$ cat src/rtl/head_position_filter_assert.svh
// ----------------------------------------------------------------------------
// Assertion macros for the head position filter
// Shared implication checks, clocked on clk and disabled while arst_n is low.
// ----------------------------------------------------------------------------
`ifndef HEAD_POSITION_FILTER_ASSERT_SVH
`define HEAD_POSITION_FILTER_ASSERT_SVH

// Same-cycle implication.
`define HPF_ASSERT_IMP(lbl, ante, cons) \
	lbl: assert property (@(posedge clk) disable iff (!arst_n) (ante) |-> (cons)) \
		else $error("head position filter check failed");

// Next-cycle implication.
`define HPF_ASSERT_NXT(lbl, ante, cons) \
	lbl: assert property (@(posedge clk) disable iff (!arst_n) (ante) |=> (cons)) \
		else $error("head position filter check failed");

`endif

$ cat src/rtl/hpf_pkg.sv
// ----------------------------------------------------------------------------
// hpf_pkg
// Types, constants and command structures of the head position filter.
// ----------------------------------------------------------------------------
package hpf_pkg;

	localparam int WINDOW_LEN  = 5;
	localparam int MAX_REJECTS = 6;

	localparam int IDX_W  = $clog2(WINDOW_LEN);
	localparam int FILL_W = $clog2(WINDOW_LEN + 1);
	localparam int REJ_W  = $clog2(MAX_REJECTS + 1);

	localparam int DIV_W = 30;
	localparam int CNT_W = $clog2(DIV_W);

	localparam int SPAN_MIN = 32;

	localparam logic signed [31:0] POS_MAX = 32'sd8388607;
	localparam logic signed [31:0] POS_MIN = -32'sd8388608;
	localparam logic [50:0] GATE_R2 = 51'd360000;

	localparam logic [2:0] CFG_FOCAL  = 3'd0;
	localparam logic [2:0] CFG_WIDTH  = 3'd1;
	localparam logic [2:0] CFG_HEIGHT = 3'd2;
	localparam logic [2:0] CFG_MIRROR = 3'd3;
	localparam logic [2:0] CFG_SPAN   = 3'd4;

	localparam logic [15:0] FOCAL_RST  = 16'd9835;
	localparam logic [12:0] WIDTH_RST  = 13'd640;
	localparam logic [12:0] HEIGHT_RST = 13'd480;
	localparam logic [11:0] SPAN_RST   = 12'd630;

	typedef logic [WINDOW_LEN-1:0][15:0] win_t;

	typedef enum logic [1:0] {
		DIV_DIST,
		DIV_RIGHT,
		DIV_UP
	} div_sel_t;

	typedef struct packed {
		logic             push;
		logic             med_en;
		logic [IDX_W-1:0] med_idx;
		logic             div_load;
		logic             div_step;
		logic             div_store;
		div_sel_t         div_sel;
		logic             sq_en;
		logic             decide;
	} cmd_t;

	typedef struct packed {
		logic span_ok;
		logic out_busy;
	} stat_t;

endpackage

$ cat src/rtl/hpf_ctrl.sv
// ----------------------------------------------------------------------------
// hpf_ctrl
// Sequencer: median scan, three shared divisions, gate squares and decision.
// ----------------------------------------------------------------------------
module hpf_ctrl
	import hpf_pkg::*;
(
	input  logic  clk,
	input  logic  arst_n,
	input  logic  in_valid,
	output logic  in_ready,
	input  stat_t stat,
	output cmd_t  cmd
);

	typedef enum logic [2:0] {
		S_IDLE,
		S_MED,
		S_DLOAD,
		S_DRUN,
		S_DSTORE,
		S_SQ,
		S_DECIDE
	} state_t;

	state_t           state_q;
	logic [CNT_W-1:0] cnt_q;
	div_sel_t         sel_q;

	always_comb begin
		cmd = '0;
		in_ready = (state_q == S_IDLE);
		cmd.push = in_ready && in_valid && stat.span_ok;
		cmd.med_idx = cnt_q[IDX_W-1:0];
		cmd.div_sel = sel_q;
		unique case (state_q)
			S_MED:    cmd.med_en = 1'b1;
			S_DLOAD:  cmd.div_load = 1'b1;
			S_DRUN:   cmd.div_step = 1'b1;
			S_DSTORE: cmd.div_store = 1'b1;
			S_SQ:     cmd.sq_en = 1'b1;
			S_DECIDE: cmd.decide = !stat.out_busy;
			default:  ;
		endcase
	end

	always_ff @(posedge clk or negedge arst_n) begin
		if (!arst_n) begin
			state_q <= S_IDLE;
			cnt_q <= '0;
			sel_q <= DIV_DIST;
		end else begin
			unique case (state_q)
				S_IDLE: begin
					if (cmd.push) begin
						state_q <= S_MED;
						cnt_q <= '0;
					end
				end
				S_MED: begin
					if (cnt_q == CNT_W'(WINDOW_LEN - 1)) begin
						state_q <= S_DLOAD;
						cnt_q <= '0;
						sel_q <= DIV_DIST;
					end else begin
						cnt_q <= cnt_q + 1'b1;
					end
				end
				S_DLOAD: state_q <= S_DRUN;
				S_DRUN: begin
					if (cnt_q == CNT_W'(DIV_W - 1)) begin
						state_q <= S_DSTORE;
						cnt_q <= '0;
					end else begin
						cnt_q <= cnt_q + 1'b1;
					end
				end
				S_DSTORE: begin
					unique case (sel_q)
						DIV_DIST: begin
							sel_q <= DIV_RIGHT;
							state_q <= S_DLOAD;
						end
						DIV_RIGHT: begin
							sel_q <= DIV_UP;
							state_q <= S_DLOAD;
						end
						default: state_q <= S_SQ;
					endcase
				end
				S_SQ: state_q <= S_DECIDE;
				S_DECIDE: begin
					if (!stat.out_busy) begin
						state_q <= S_IDLE;
					end
				end
				default: state_q <= S_IDLE;
			endcase
		end
	end

endmodule

$ cat config.mk
export PLATFORM = sky130hd
export DESIGN_NAME = hpf_ctrl
export DESIGN_NICKNAME = d
export VERILOG_FILES = /design/src/rtl/head_position_filter_assert.svh /design/src/rtl/hpf_pkg.sv /design/src/rtl/hpf_ctrl.sv
export SDC_FILE = /design/constraint.sdc
export NUM_CORES = 1
export LEC_CHECK = 0
export BUFFER_PORTS_ARGS = -buffer_cell sky130_fd_sc_hd__buf_2
export CORE_AREA = 2 2 43 45
export DETAILED_ROUTE_END_ITERATION = 6
export DIE_AREA = 0 0 45 47
export PLACE_DENSITY = 0.66
export SLEW_MARGIN = 20
export SYNTH_ARGS = -nofsm -noshare
export SYNTH_HDL_FRONTEND = slang
export SYNTH_SLANG_ARGS = --single-unit
export TNS_END_PERCENT = 5
$ cat constraint.sdc
create_clock -name clk -period 3.25 [get_ports clk]
set_input_delay 0.4875 -clock clk [delete_from_list [all_inputs] [get_ports clk]]
set_output_delay 0.4875 -clock clk [all_outputs]
set_load 0.005 [all_outputs]
==> parameters.txt, run 1 <==
Parameter                              Value

Run status
  Status ... complete, no violations

Route
  DRT Pass-1 Iters ... 4
  WL per Instance ... 12.31 um
  Detailed-route vias per instance ... 5.519
  Overall via count from detail_route ... 596
  Overall routed net length ... 1330 um
  Final routed DRC violation total ... 0
  Detail Route Antenna Nets ... 0
  Iteration-0 DRC Markers ... 11

Clocking
  Maximum clock insertion buffer count ... 2
  Clock buffer count from CTS ... 3
  Worst-Skew Late Latency ... 0.25 ns
  Hold_buf cts ... 0
  CTS tree ... yes
  Buffer count from post-CTS setup fixing ... 0
  Clock Sinks ... 10
  H-tree levels ... 1
  Quantity of gates resized following cts ... 0
  Clock transition time at the flip-flop clock pins of the worst setup and hold paths ... 0.06 ns
  Clk root buf ... clkbuf_4

Floorplanning
  X dimension of the die ... 45 um
  Area enclosed by the die boundary ... 2115 um2
  Core footprint ... 1652 um2
  Initial Util ... 41.82%
  Number of primary I/O pins ... 18
  Std-Cell Rows ... 15
  Vertical extent of the die ... 47 um

STA
  Unrepaired setup endpoints after global routing ... false
  Max-Slew Margin vs Limit ... 68.01%
  Measured slew at the worst slew-check pin ... 0.4799 ns
  Fin crit share ... 56.56%
  Final Hold Vio Count ... 0
  Final min period ... 1.838 ns
  Total Negative Setup Slacks ... 0 ns
  Final critical-path setup slack ... 1.412 ns
  Total of endpoints with negative setup slack in the final report ... 0
  Worst clock skew ... 0.002292 ns
  Max Fclk ... 544.0 MHz
  Max Slew Vio Count ... 0

Power and ir drop
  Highest ir drop seen on vdd ... 351.7 uV
  Leakage dissipation ... 0.0003857 uW
  Power per Cell Area ... 802.6 nW/um2

Cells and area
  Core Util, Final ... 46.14%
  Area taken by flip-flops and latches ... 250.2 um2
  Antenna diode count ... 0
  Top library cells by usage in the layout, fill and taps aside ... buf_2 (17), dfrtp_1 (10), nand2_1 (7), nor2_1 (6)
  Area grow syn2layout ... 10.33%
  Fillers ... 180
  Ratio of cells with drive above 1 in the final layout ... 23.08%
  Nets@finish ... 101
  Final instance area ... 762.0 um2
  Leading cell type in the layout, fill and taps excluded ... buf_2
  Multi-input gate area ... 364.1 um2

Critical path
  Worst setup SP type ... flop
  Worst-path cell with the longest stage delay ... dfrtp_1
  Peak per-stage delay on the critical path ... 0.64 ns
  Worst Setup Path Type ... flop to output pin
  Buffers & Inverters on Critical Path ... 1
  Critical path, cell by cell ... nor3b_1 > buf_2
  Worst Path Required ... 2.76 ns
  Critical Path Sink Type ... output pin
  CP max FO ... 18
  Worst EP arrival ... 1.35 ns
  Category of cells accounting for the largest share of critical-path delay ... flip-flops

Global route
  Via count of the first global-routing pass ... 496
  Global router's overall resource usage ... 14.96%
  Number of antenna violations at the first check in global routing ... 0
  Pin count of the biggest net entering global routing ... 19
  Total congestion overflow after global routing ... 0
  First-pass GRT wire length ... 2228 um

Logic synthesis
  Cells after Synth ... 80
  Net count after synthesis ... 88
  Average footprint of a synthesized cell ... 8.633 um2
  Area share of the largest cell type after synthesis ... 36.23%
  Leading cell types by total area after synthesis ... dfrtp_1 (36%), ha_1 (5.4%), buf_4 (4.3%)
  Sequential area share after synthesis ... 36.23%
  Post-synthesis cell area ... 690.7 um2
  Count of distinct cell types in the synthesized netlist ... 33
  Synth Warn # ... 0
  Post-synth top area cell ... dfrtp_1
  Synthesis-stage register bit count ... 10

Placed design
  Worst-case setup slack after placement ... 1.569 ns
  HPWL after DPL ... 996.2 um
  Placer Congestion ... 0.7229
  Number of port buffers ... 17
  Instance area at placement ... 739.5 um2

Worst hold path
  Class of the worst hold path ... input port to async pin

Flow run
  Max-cap violations ... 0
==> Yosys cell counts, drive strengths merged <==
cell	n
a221oi	1
nor4bb	1
dfrtp	10
clkbuf	3
nor3	2
nand4	1
nand2b	2
nor2	6
a22o	3
nor3b	4
or2	1
nand2	7
nor2b	1
or3b	1
a31oi	1
o22ai	1
xnor2	1
buf	6
nor4	1
ha	3
inv	5
nand4bb	1
o21ai	5
nand3	2
o21bai	1
a21o	1
a21oi	5
o31ai	1
and3b	3
==> report_power, final <==
part	leakage [uW]	switching [uW]	internal (uW)
Clock	0.0000138	37.2	42.5
Combinational	0.000243	137	145
Sequential	0.000129	87.0	163
Total	0.000386	261	351
==> worst register-to-register path: cells and delay by family, from the launching register on <==
| kind | cells | cell delay [ns] |
|---|---|---|
| AO/OA/AOI/OAI | 3 | 0.69 |
| flip-flops | 1 | 0.64 |
| AND/OR/NAND/NOR | 1 | 0.25 |
==> through the flow <==
stage	hold WS, ns	cells	power, uW
6_report	0.08256	108	611.6
5_1_grt	0.09168	108	673.7
4_1_cts	0.08163	108	620.3
3_5_place_dp	0.3650	105	536.1
3_3_place_gp	0.3639	105	529.9
2_1_floorplan	0.1919	80	494.1
==> final timing paths <==
kind                       startpoint          to  slack [ns]  depth (start not counted)
setup / recovery           state_q[2]      cmd[4]        1.41                          2
hold / removal                 arst_n  state_q[2]        0.08                          1
setup reg to reg           state_q[2]    cnt_q[4]        1.55                          4
hold reg to reg              sel_q[0]    sel_q[1]        0.55                          2
max in group asynchronous      arst_n    cnt_q[2]        2.97                          1
min in group clk             sel_q[0]    sel_q[1]        0.55                          2
==> cells by family (layout without fill, tap and decap cells) <==
logic type / after synthesis / after routing / synth area share, %
AO/OA/AOI/OAI: 19 / 19 / 17.39
flip-flops: 10 / 10 / 36.23
buffers and inverters: 14 / 25 / 11.05
XOR/XNOR: 1 / 1 / 1.268
adder cells (fa/ha/maj): 3 / 3 / 5.435
AND/OR/NAND/NOR: 33 / 33 / 28.63
==> sequential cells by signal (all words and copies together), names as in the netlist <==
| name | flops |
|---|---|
| cnt_q | 5 |
| sel_q | 2 |
| state_q | 3 |
==> routing by layer <==
layer  part of all wire, %  vias up  GRT usage [%]
li1                      -      299              -
met1                    46      274          20.09
met2                    47       21          22.00
met3                   5.6        2          2.308
met4                  0.75        0          10.59
met5                     0        -              0
==> final cells by class <==
| class | count | area share [%] |
|---|---|---|
| Sequential cell | 10 | 32.84 |
| Timing Repair Buffer | 17 | 11.17 |
| Clock buffer | 3 | 2.956 |
| Tap cell | 17 | 2.791 |
| Inverter | 5 | 2.463 |
| Multi-Input combinational cell | 56 | 47.78 |
Power figures use the tool's default switching activity.
==> inputs of run 2 (changes only) <==
--- a/config.mk
+++ b/config.mk
@@ -5,11 +5,12 @@
 export SDC_FILE = /design/constraint.sdc
 export NUM_CORES = 1
 export LEC_CHECK = 0
+export ABC_AREA = 1
 export BUFFER_PORTS_ARGS = -buffer_cell sky130_fd_sc_hd__buf_2
-export CORE_AREA = 2 2 43 45
+export CORE_AREA = 2 2 44 46
 export DETAILED_ROUTE_END_ITERATION = 6
-export DIE_AREA = 0 0 45 47
-export PLACE_DENSITY = 0.66
+export DIE_AREA = 0 0 46 48
+export PLACE_DENSITY = 0.7
 export SLEW_MARGIN = 20
 export SYNTH_ARGS = -nofsm -noshare
 export SYNTH_HDL_FRONTEND = slang
==> constraint.sdc (replaced) <==
create_clock -name clk -period 1.6 [get_ports clk]
set_input_delay 0.24 -clock clk [delete_from_list [all_inputs] [get_ports clk]]
set_output_delay 0.24 -clock clk [all_outputs]
set_load 0.005 [all_outputs]
==> run 2 against run 1 <==
Effect of this change:
- register-to-register slack lost 1.3 ns
- clock skew grew 0.0021 ns
- via count grew 22%
- final cell count grew 30%
- worst hold slack gained 0.17 ns
- combinational power shrank 96%
- sequential power is essentially flat
- synthesized cell count grew 34%
- core utilization grew 4.3 points
- critical endpoint unchanged
==> parameters.txt, run 2 <==
Parameter                              Value

STA
  Max-Slew Margin vs Limit ... 81.36%
  Final min period ... 1.442 ns
  Unrepaired setup endpoints after global routing ... false
  Max Fclk ... 693.5 MHz
  Total Negative Setup Slacks ... 0 ns
  Final Hold Vio Count ... 0
  Total of endpoints with negative setup slack in the final report ... 0
  Worst clock skew ... 0.004344 ns
  Fin crit share ... 90.12%
  Measured slew at the worst slew-check pin ... 0.2785 ns
  Max Slew Vio Count ... 0

Worst hold path
  Number of cells traversed by the worst hold path ... 3
  Class of the worst hold path ... input port to flop
  Capture endpoint of the worst hold path ... state_q[2]
  Worst min-delay path startpoint ... stat[0]

Critical path
  Peak per-stage delay on the critical path ... 0.46 ns
  Worst-path cell with the longest stage delay ... dfrtp_1
  Worst setup SP type ... flop
  Critical Path Sink Type ... output pin
  End of the worst register-to-register path ... state_q[1]
  CP max FO ... 6
  Worst r2r path cells ... 10
  Internal reg-to-reg setup slack ... 0.21 ns
  Origin of the critical flop-to-flop path ... cnt_q[0]
  Worst Setup Path Type ... flop to output pin
  Buffers & Inverters on Critical Path ... 2
  Category of cells accounting for the largest share of critical-path delay ... flip-flops
  Critical path, cell by cell ... nor2_2 > nand2_1 > inv_1 > buf_2
  Worst EP arrival ... 1.20 ns
  Worst Path Required ... 1.36 ns

Cells and area
  Ratio of cells with drive above 1 in the final layout ... 25.20%
  Leading cell type in the layout, fill and taps excluded ... nand2_1
  Nets@finish ... 133
  Non-Filler Instances ... 140
  Biggest regs ... cnt_q x5, state_q x3, sel_q x2
  Antenna diode count ... 0
  Register containing the most flip-flops in the final layout ... cnt_q
  Top library cells by usage in the layout, fill and taps aside ... nand2_1 (29), buf_2 (17), inv_1 (15), nand3_1 (14), dfrtp_1 (9)
  Area grow syn2layout ... 13.50%
  Number of flip-flops in the largest register ... 5

Logic synthesis
  Count of distinct cell types in the synthesized netlist ... 21
  Synthesis-stage register bit count ... 10
  Net count after synthesis ... 115
  Synth Warn # ... 0
  Commonest cells in the netlist ... nand2_1 (29), inv_1 (15), nand3_1 (14)
  Sequential area share after synthesis ... 33.33%
  Post-synthesis cell area ... 750.7 um2
  Cells after Synth ... 107
  Average footprint of a synthesized cell ... 7.016 um2
  Leading cell types by total area after synthesis ... dfrtp_1 (33%), nand2_1 (14%), nand3_1 (9.3%)
  Area share of the largest cell type after synthesis ... 33.33%
  Most common flop cell mapped by yosys ... dfrtp_1
  Number of flops mapped to enable cells by yosys ... 0
  Most frequent cell after synthesis ... nand2_1
  Post-synthesis async set-or-reset flop share ... 100.0%
  Post-synth top area cell ... dfrtp_1

Floorplanning
  Number of primary I/O pins ... 18
  Core footprint ... 1689 um2
  X dimension of the die ... 46 um
  Std-Cell Rows ... 15
  Area enclosed by the die boundary ... 2208 um2
  Initial Util ... 44.44%
  Vertical extent of the die ... 48 um

Global route
  Pin count of the biggest net entering global routing ... 12
  Global router's overall resource usage ... 17.27%
  Total congestion overflow after global routing ... 0
  Via count of the first global-routing pass ... 659
  First-pass GRT wire length ... 2615 um
  Number of antenna violations at the first check in global routing ... 0

Route
  Final routed DRC violation total ... 0
  Detail Route Antenna Nets ... 0
  DRT Pass-1 Iters ... 4
  Iteration-0 DRC Markers ... 10
  Overall via count from detail_route ... 728
  WL per Instance ... 11.55 um
  Detailed-route vias per instance ... 5.200
  Overall routed net length ... 1617 um

Clocking
  Worst-Skew Late Latency ... 0.27 ns
  Clock Sinks ... 10
  CTS tree ... yes
  Clock buffer count from CTS ... 3
  Clk root buf ... clkbuf_4
  Buffer count from post-CTS setup fixing ... 0
  H-tree levels ... 1
  Clock transition time at the flip-flop clock pins of the worst setup and hold paths ... 0.07 ns
  Maximum clock insertion buffer count ... 2

Power and ir drop
  P_sw ... 102.3 uW
  Power per Cell Area ... 525.1 nW/um2
  Highest ir drop seen on vdd ... 273.7 uV
  Clock share of power ... 40.8%
  Leakage dissipation ... 0.0004955 uW
  Gate power share ... 2.8%
  Switch share ... 22.87%
  Cell internal power dissipation ... 345.1 uW
  Share of power burned in registers ... 56.4%

Flow run
  Max-cap violations ... 0

Placed design
  Placer Congestion ... 0.7962
  HPWL after DPL ... 1257 um
  Number of placed cells counting well taps ... 136
  Number of port buffers ... 17

Run status
  Status ... complete, no violations
## run 2: changes by cell type after synthesis, sizes merged, moves of 3 or more
cell / previous run / this run
and3b: 3 / 0
nor3b: 4 / 0
nand3: 2 / 14
inv: 5 / 17
a22o: 3 / 0
nand2: 7 / 33
clkbuf: 3 / 0
nor2: 6 / 9
a21oi: 5 / 1
nand4: 1 / 4
## run 2: worst max path at each step
stage,start,endpoint,slack (ns),depth (start not counted)
2_1_floorplan,cnt_q[0],state_q[1],0.34,9
3_3_place_gp,cnt_q[0],state_q[1],0.26,9
3_5_place_dp,cnt_q[0],state_q[1],0.22,10
4_1_cts,state_q[2],cmd[0],0.08,3
5_1_grt,cnt_q[0],state_q[1],0.05,10
6_report,state_q[0],cmd[4],0.16,4
## run 2: cells by family (layout without fill, tap and decap cells)
logic type | count (synthesis) | count (layout) | share of synthesized area (%)
xor+xnor | 1 | 1 | 1.167
compound gates | 9 | 9 | 7.165
fa+ha+maj | 3 | 3 | 5.001
simple gates | 62 | 62 | 39.33
flops | 10 | 10 | 33.33
buf+inv | 22 | 38 | 14.00
## run 2: routing by layer
layer  part of all wire, %  global-route usage, %  up-vias
li1                      -                      -      369
met1                    45                  20.23      334
met2                    48                  28.33       20
met3                   4.8                  4.528        5
met4                   2.2                  10.29        0
met5                     0                      0        -
## run 2: tightest hold or removal path, delay by kind of cell
kind / cells / cell delay [ns]
and+or+nand+nor: 2 / 0.16
buffers and inverters: 1 / 0.10
## run 2: area by class of cell
cell class	instances	area [um2]
Tap cell	17	21.27
Fill cell	167	837.1
Sequential cell	10	251.5
Timing Repair Buffer	18	95.09
Clock buffer	3	22.52
Multi-Input combinational cell	75	397.9
Inverter	17	63.81
## run 2: through the flow
step | power, uW | instance area (um2) | utilization [%] | hold slack [ns] | setup slack [ns]
2_1_floorplan | 258.4 | 750.7 | - | -0.05559 | 0.3416
4_1_cts | 453.0 | 848.3 | 50.22 | 0.2607 | 0.07997
3_3_place_gp | 268.2 | 815.8 | 48.30 | 0.1159 | 0.2650
5_1_grt | 469.4 | 852.1 | 50.44 | 0.2748 | 0.04613
3_5_place_dp | 268.7 | 815.8 | 48.30 | 0.1219 | 0.2219
6_report | 447.5 | 852.1 | 50.44 | 0.2560 | 0.1581
## run 2: power by group through the flow
stage / Clock (uW) / Sequential (uW) / Combinational, uW
floorplan: 0 / 258 / 0.814
global placement: 0 / 258 / 10.7
detailed placement: 0 / 258 / 11.2
CTS: 187 / 253 / 13.1
global route: 202 / 252 / 14.7
finish: 182 / 253 / 12.4
## run 2: repair_timing
| action | 4_1_cts | 5_1_grt |
|---|---|---|
| setup endpoints to repair | 0 | 2 |
| hold endpoints to repair | 10 | 0 |
| hold buffers | 1 | 0 |
| gates resized for setup | 0 | 2 |
==> inputs of run 3 (changes only) <==
--- a/config.mk
+++ b/config.mk
@@ -6,7 +6,7 @@
 export NUM_CORES = 1
 export LEC_CHECK = 0
 export ABC_AREA = 1
-export BUFFER_PORTS_ARGS = -buffer_cell sky130_fd_sc_hd__buf_2
+export BUFFER_PORTS_ARGS = -buffer_cell sky130_fd_sc_hd__buf_4
 export CORE_AREA = 2 2 44 46
 export DETAILED_ROUTE_END_ITERATION = 6
 export DIE_AREA = 0 0 46 48
==> run 3 against run 2 <==
Effect of this change:
- setup slack got worse by 0.0034 ns
- final area increased by 6.6%
- sequential share of layout area shrank 1.8 points
- register-to-register slack worse by 0.03 ns
==> parameters.txt, run 3 (same netlist as run 2, synthesis figures left out) <==
Parameter                              Value

Global route
  Pin count of the biggest net entering global routing ... 12
  Global router's overall resource usage ... 17.73%
  First-pass GRT wire length ... 2718 um
  Via count of the first global-routing pass ... 660
  Total congestion overflow after global routing ... 0
  Number of antenna violations at the first check in global routing ... 0

Clocking
  CTS tree ... yes
  Clock buffer count from CTS ... 3
  Clock transition time at the flip-flop clock pins of the worst setup and hold paths ... 0.07 ns
  Maximum clock insertion buffer count ... 2
  Clk root buf ... clkbuf_4
  H-tree levels ... 1
  Buffer count from post-CTS setup fixing ... 0
  Clock Sinks ... 10
  Worst-Skew Late Latency ... 0.27 ns

STA
  Total of endpoints with negative setup slack in the final report ... 0
  Max Fclk ... 691.9 MHz
  Final Hold Vio Count ... 0
  Worst clock skew ... 0.004731 ns
  Final min period ... 1.445 ns
  Unrepaired setup endpoints after global routing ... false
  Total Negative Setup Slacks ... 0 ns
  Max Slew Vio Count ... 0
  Measured slew at the worst slew-check pin ... 0.3086 ns
  Max-Slew Margin vs Limit ... 79.43%
  Fin crit share ... 90.34%

Floorplanning
  Vertical extent of the die ... 48 um
  Number of primary I/O pins ... 18
  Area enclosed by the die boundary ... 2208 um2
  Initial Util ... 44.44%
  X dimension of the die ... 46 um
  Core footprint ... 1689 um2
  Std-Cell Rows ... 15

Power and ir drop
  Power per Cell Area ... 556.8 nW/um2
  Leakage dissipation ... 0.0005104 uW
  Highest ir drop seen on vdd ... 477.7 uV

Cells and area
  Ratio of cells with drive above 1 in the final layout ... 25.81%
  Nets@finish ... 133
  Area grow syn2layout ... 21.00%
  Register containing the most flip-flops in the final layout ... cnt_q
  Biggest regs ... cnt_q x5, state_q x3, sel_q x2
  Core Util, Final ... 53.78%
  Leading cell type in the layout, fill and taps excluded ... nand2_1
  Top library cells by usage in the layout, fill and taps aside ... nand2_1 (29), buf_4 (17), inv_1 (15), nand3_1 (14), dfrtp_1 (9)
  Number of flip-flops in the largest register ... 5
  Fillers ... 161
  Antenna diode count ... 0

Critical path
  Critical path, cell by cell ... nor2_2 > nand2_1 > inv_1 > buf_4
  Peak per-stage delay on the critical path ... 0.45 ns
  Category of cells accounting for the largest share of critical-path delay ... flip-flops
  CP max FO ... 6
  Worst setup SP type ... flop
  Worst Setup Path Type ... flop to output pin
  Worst EP arrival ... 1.21 ns
  Critical Path Sink Type ... output pin
  Worst-path cell with the longest stage delay ... dfrtp_1
  Worst Path Required ... 1.36 ns
  Buffers & Inverters on Critical Path ... 2

Worst hold path
  Class of the worst hold path ... input port to flop

Route
  Overall via count from detail_route ... 727
  Iteration-0 DRC Markers ... 34
  Overall routed net length ... 1549 um
  Detail Route Antenna Nets ... 0
  Final routed DRC violation total ... 0
  WL per Instance ... 10.99 um
  DRT Pass-1 Iters ... 5
  Detailed-route vias per instance ... 5.156

Flow run
  Max-cap violations ... 0

Placed design
  Placer Congestion ... 0.8578
  Number of port buffers ... 17
  HPWL after DPL ... 1196 um

Run status
  Status ... complete, no violations
-- run 3: power by group --
part,leakage [uW],internal [uW],switching [uW]
Clock,0.0000210,138,99.7
Sequential,0.000113,252,0
Combinational,0.000377,8.09,7.09
Total,0.000510,399,107
-- run 3: cell type report --
class / instances / area [um2] / share of cell area [%]
Timing Repair Buffer: 18 / 137.6 / 15.15
Multi-Input combinational cell: 75 / 397.9 / 43.80
Sequential cell: 10 / 251.5 / 27.69
Tap cell: 17 / 21.27 / 2.342
Inverter: 17 / 63.81 / 7.025
Clock buffer: 4 / 36.28 / 3.994
-- run 3: repair_timing --
| item | 4_1_cts | 5_1_grt |
|---|---|---|
| hold buffers | 1 | 0 |
| gates resized for setup | 0 | 2 |
| endpoints found under the hold margin | 10 | 0 |
| endpoints found under the setup margin | 0 | 3 |
-- run 3: worst paths after layout --
check	start	endpoint	slack, ns	depth (start not counted)
worst max-delay path	state_q[0]	cmd[4]	0.15	4
worst min-delay path	stat[0]	state_q[2]	0.27	3
worst max register to register	cnt_q[0]	state_q[1]	0.18	10
worst min register to register	sel_q[1]	sel_q[1]	0.53	2
max in group asynchronous	arst_n	state_q[2]	1.11	2
min in group asynchronous	arst_n	cnt_q[4]	0.32	2
-- run 3: per-layer routing --
layer,share of wire [%],GRT usage [%],routed length [um],up-vias
li1,-,-,-,374
met1,47,22.73,735,325
met2,46,28.06,715,21
met3,4.1,3.396,64,7
met4,2.2,9.714,34,0
met5,0,0,0,-
-- run 3: worst min-delay path, delay by kind of cell --
| kind | cells | cell delay (ns) |
|---|---|---|
| buf+inv | 1 | 0.11 |
| simple gates | 2 | 0.16 |
-- run 3: through the flow --
step / total power, uW / hold WS, ns / instances / cell area, um2 / setup WS (ns)
6_report: 505.8 / 0.2724 / 141 / 908.4 / 0.1546
5_1_grt: 523.6 / 0.2952 / 141 / 908.4 / 0.02007
4_1_cts: 505.5 / 0.2719 / 141 / 904.6 / 0.05740
3_5_place_dp: 271.4 / 0.07991 / 136 / 858.3 / 0.2128
3_3_place_gp: 271.1 / 0.07819 / 136 / 858.3 / 0.2631
2_1_floorplan: 258.4 / -0.05559 / 107 / 750.7 / 0.3416
